`config.mk`:
```
export PLATFORM = sky130hd
export DESIGN_NAME = sset_cell
export DESIGN_NICKNAME = d
export VERILOG_FILES = /design/src/hdl/sset_pkg.sv /design/src/hdl/sset_cell.sv
export SDC_FILE = /design/constraint.sdc
export NUM_CORES = 1
export LEC_CHECK = 0
export BUFFER_PORTS_ARGS = -buffer_cell sky130_fd_sc_hd__buf_2
export CORE_ASPECT_RATIO = 1.2
export CORE_MARGIN = 4
export CORE_UTILIZATION = 45
export DETAILED_ROUTE_END_ITERATION = 10
export PLACE_DENSITY = 0.75
export SYNTH_ARGS = -nofsm -noshare
export SYNTH_HDL_FRONTEND = slang
export SYNTH_SLANG_ARGS = --single-unit
```
`constraint.sdc`:
```
create_clock -name i_clk -period 9.6 [get_ports i_clk]
set_input_delay 1.92 -clock i_clk [delete_from_list [all_inputs] [get_ports i_clk]]
set_output_delay 1.92 -clock i_clk [all_outputs]
set_load 0.01 [all_outputs]
```
`src/hdl/sset_pkg.sv`:
```
package sset_pkg;

    localparam int CAPACITY     = 64;
    localparam int ELEMENT_BITS = 32;
    localparam int VALUE_BITS   = 32;
    localparam int COUNT_BITS   = $clog2(CAPACITY + 1);

    localparam logic OP_INSERT = 1'b0;
    localparam logic OP_QUERY  = 1'b1;

    typedef struct packed {
        logic                  opcode;
        logic [VALUE_BITS-1:0] element_value;
    } t_sset_in;

    typedef struct packed {
        logic                  was_present;
        logic                  dropped_full;
        logic [COUNT_BITS-1:0] element_count;
    } t_sset_out;

    typedef struct packed {
        logic lt;
        logic eq;
    } t_cell_flags;

endpackage

```
`src/hdl/sset_cell.sv`:
```
module sset_cell (
    input  logic                             i_clk,
    input  logic                             i_shift_en,
    input  logic                             i_occupied,
    input  logic [sset_pkg::ELEMENT_BITS-1:0] i_value,
    input  logic                             i_left_lt,
    input  logic [sset_pkg::ELEMENT_BITS-1:0] i_left_value,
    output sset_pkg::t_cell_flags            o_flags,
    output logic [sset_pkg::ELEMENT_BITS-1:0] o_value
);
    import sset_pkg::*;

    logic [ELEMENT_BITS-1:0] r_value;
    logic [ELEMENT_BITS-1:0] n_value;

    always_comb begin
        o_flags.lt = i_occupied && (r_value < i_value);
        o_flags.eq = i_occupied && (r_value == i_value);
    end

    // hold if smaller, take the new value at the insertion point, else shift up
    always_comb begin
        if (o_flags.lt) begin
            n_value = r_value;
        end else if (i_left_lt) begin
            n_value = i_value;
        end else begin
            n_value = i_left_value;
        end
    end

    always_ff @(posedge i_clk) begin
        if (i_shift_en) begin
            r_value <= n_value;
        end
    end

    assign o_value = r_value;

endmodule
```
==> impl_metrics.ini <==
[floorplanning]
die_h_um = 83.91
rows = 27
coreArea_um2 = 4628
start_util = 0.4669
pin_count = 102
die-area_um2 = 5979
die_x_um = 71.26

[critical_path]
path_class = input port to primary output
path_cells = buf_2 -> inv_1 -> ha_1 -> nand4_1 -> nor4_1 -> a21boi_0 -> o41ai_1 -> and3_1 -> buf_2
r2r-start = o_value[14]
worstPathArrival_ns = 3.72
crit_path_start_kind = input port
max_stage_delay_ns = 0.63
cp.required_ns = 7.68
crit_path_frequent_cell = buf_2
cp_top_family = compound AO/OA/AOI/OAI gates
cpMaxStageDelayCell = o41ai_1
endpoint_kind = primary output
worst-r2r-cell-count = 6
r2r-end = o_value[27]
startpoint = i_value[13]
timing.critical_path.buf_inv = 3
cp_max_fo = 3
rrSetupSlack_ns = 6.71

[routing]
maxUsedRoutingLayer = met4
ant_nets = 0
drc = 0
dr_wl_met2_um = 2397
first_pass_iters = 4
dr_total_vias = 1727
drtIter0Drc = 48
wl_per_cell_um = 13.87
wl_met3_um = 554
vias_per_cell = 5.006
wl_met1_um = 1746
wirelength_um = 4786

[cells_and_area]
instances_no_fill = 345
fin_nets = 387
area_growth_pct = 30.17
ff_latch_area_um2 = 960.9
multiInputGateArea_um2 = 1069
drive_above_1_share = 0.4913
finalInstanceArea_um2 = 2813
n_fill_cell = 408
diodes = 0
utilization = 0.6077
largest_register_ffs = 32

[yosys]
synth_top_area_share = 0.4447
ys_types = 27
netlist_top_cells_area = edfxtp_1 (44%), ha_1 (19%), mux2_2 (17%)
synth_top_area_cell = edfxtp_1
synth_seq_cells = 32
syn_inst = 183
syn_area_um2 = 2161
syn-num-nets = 283
ys_seq_area_frac = 0.4447
avgSynthCellArea_um2 = 11.81
synth_warnings = 0

[hold_path]
hp-start = o_value[24]
min_delay_path_depth = 5
hp-class = flop to flop
holdPathEnd = o_value[3]

[sta]
final_max_slew_viol_count = 0
max_freq_ghz = 0.1773
clock_skew_ns = 0.004027
slew_headroom = 0.2725
worst_pin_slew_ns = 1.091
fin_crit_sh = 0.5877
hold_viol_final = 0
min_period_ns = 5.642
finalSetupViolCount = 0
rsz0062_at_grt = no
fin_setup_tns_ns = 0

[cts]
clkSlewWorstSetupHoldPaths_ns = 0.07
cts.sinks = 32
cts_buffer_depth = 2
cts_setup_buffers = 0
clockRootBuffer = clkbuf_8
cts-buffers-inserted = 5
clock_latency_ns = 0.28
ctsHoldBuffers = 0
cts-resized-gates = 0
cts.htree.levels = 2
cts_tree = yes

[placement]
numPortBuffers = 101
dpl.cell_count = 338
dpl_cell_area_um2 = 2735
gp_congestion = 0.7521
dp_hpwl_um = 3896

[flow_run]
drv_cap = 0

[global_routing]
grt_overflow = 0
grt_pass1_wl_um = 8100
antenna_found_initial = 0
grt_usage = 0.1688
grt_pass1_vias = 1880
grt_max_degree = 33

[power_and_ir_drop]
p_leak_uw = 0.001398
power.total_uw = 353.8
powerDensity_nw_per_um2 = 125.8
vdd_drop_max_mv = 0.09599

[run_status]
outcome = finished, final reports clean
-- worst max path at each step --
stage	to	slack, ns	cells after the start
2_1_floorplan	o_flags[1]	4.36	7
6_report	o_flags[1]	3.96	9
5_1_grt	o_flags[1]	3.86	9
3_5_place_dp	o_flags[1]	3.95	9
4_1_cts	o_flags[1]	3.95	9
3_3_place_gp	o_flags[1]	3.96	9
-- Yosys cell counts --
cell,instances
a211oi_1,1
a21boi_0,1
a21o_1,2
a21oi_1,10
a221o_1,2
a31oi_1,1
and3_1,3
and4_1,1
and4_2,1
buf_2,3
clkbuf_1,1
edfxtp_1,32
ha_1,32
inv_1,34
mux2_2,32
nand2_1,7
nand3_1,2
nand4_1,5
nor2_1,2
nor2b_1,2
nor3_1,2
nor4_1,1
o2111a_1,1
o211ai_1,1
o21a_1,1
o21ai_0,2
o41ai_1,1
-- per-layer routing --
metal / vias up / global-route usage
met3: 8 / 0.07952
met4: 0 / 0.05812
li1: 876 / -
met2: 69 / 0.2843
met1: 774 / 0.1833
met5: - / 0
-- metrics by stage --
| step | hold slack, ns | setup WS (ns) |
|---|---|---|
| final | 1.445 | 3.958 |
| after global routing | 1.569 | 3.857 |
| after CTS | 1.460 | 3.946 |
| after detailed placement | 1.445 | 3.954 |
| after global placement | 1.428 | 3.964 |
| after floorplan | 1.804 | 4.361 |
-- worst min-delay path, stage by stage (launching register included) --
cell      delay [ns]
edfxtp_1        0.34
ha_1            0.23
nand2_1         0.06
nor3_1          0.06
nand2_1         0.11
a31oi_4         0.41
-- power by group --
group | switching (µW) | internal [µW] | leakage (µW) | total, µW
logic | 41.5 | 41.5 | 0.00105 | 82.9
registers | 5.12 | 168 | 0.000306 | 173
clock network | 48.3 | 49.2 | 0.0000410 | 97.5
-- cells by family after synthesis --
| kind of cell | share of synthesized area |
|---|---|
| simple gates | 0.06544 |
| buf+inv | 0.06774 |
| fa+ha+maj | 0.1853 |
| flops | 0.4447 |
| compound gates | 0.07007 |
| mux | 0.1668 |
-- placed cells by master, fill, tap and decap left out, types with 3 or more instances in the layout --
cell type	n
ha_1	32
mux2_2	32
nand2_1	7
clkbuf_8	5
inv_1	34
a21oi_1	10
nand4_1	5
and3_1	3
buf_2	101
edfxtp_1	32
-- cell type report --
cell class,instances,area share
multi-input combinational,113,0.3799
sequential,32,0.3416
timing repair buffer,101,0.1797
inverter,34,0.04537
clock buffer,6,0.02580
tap,58,0.02580
clock inverter,1,0.001779
No activity file was read; power rests on OpenSTA's default activity.
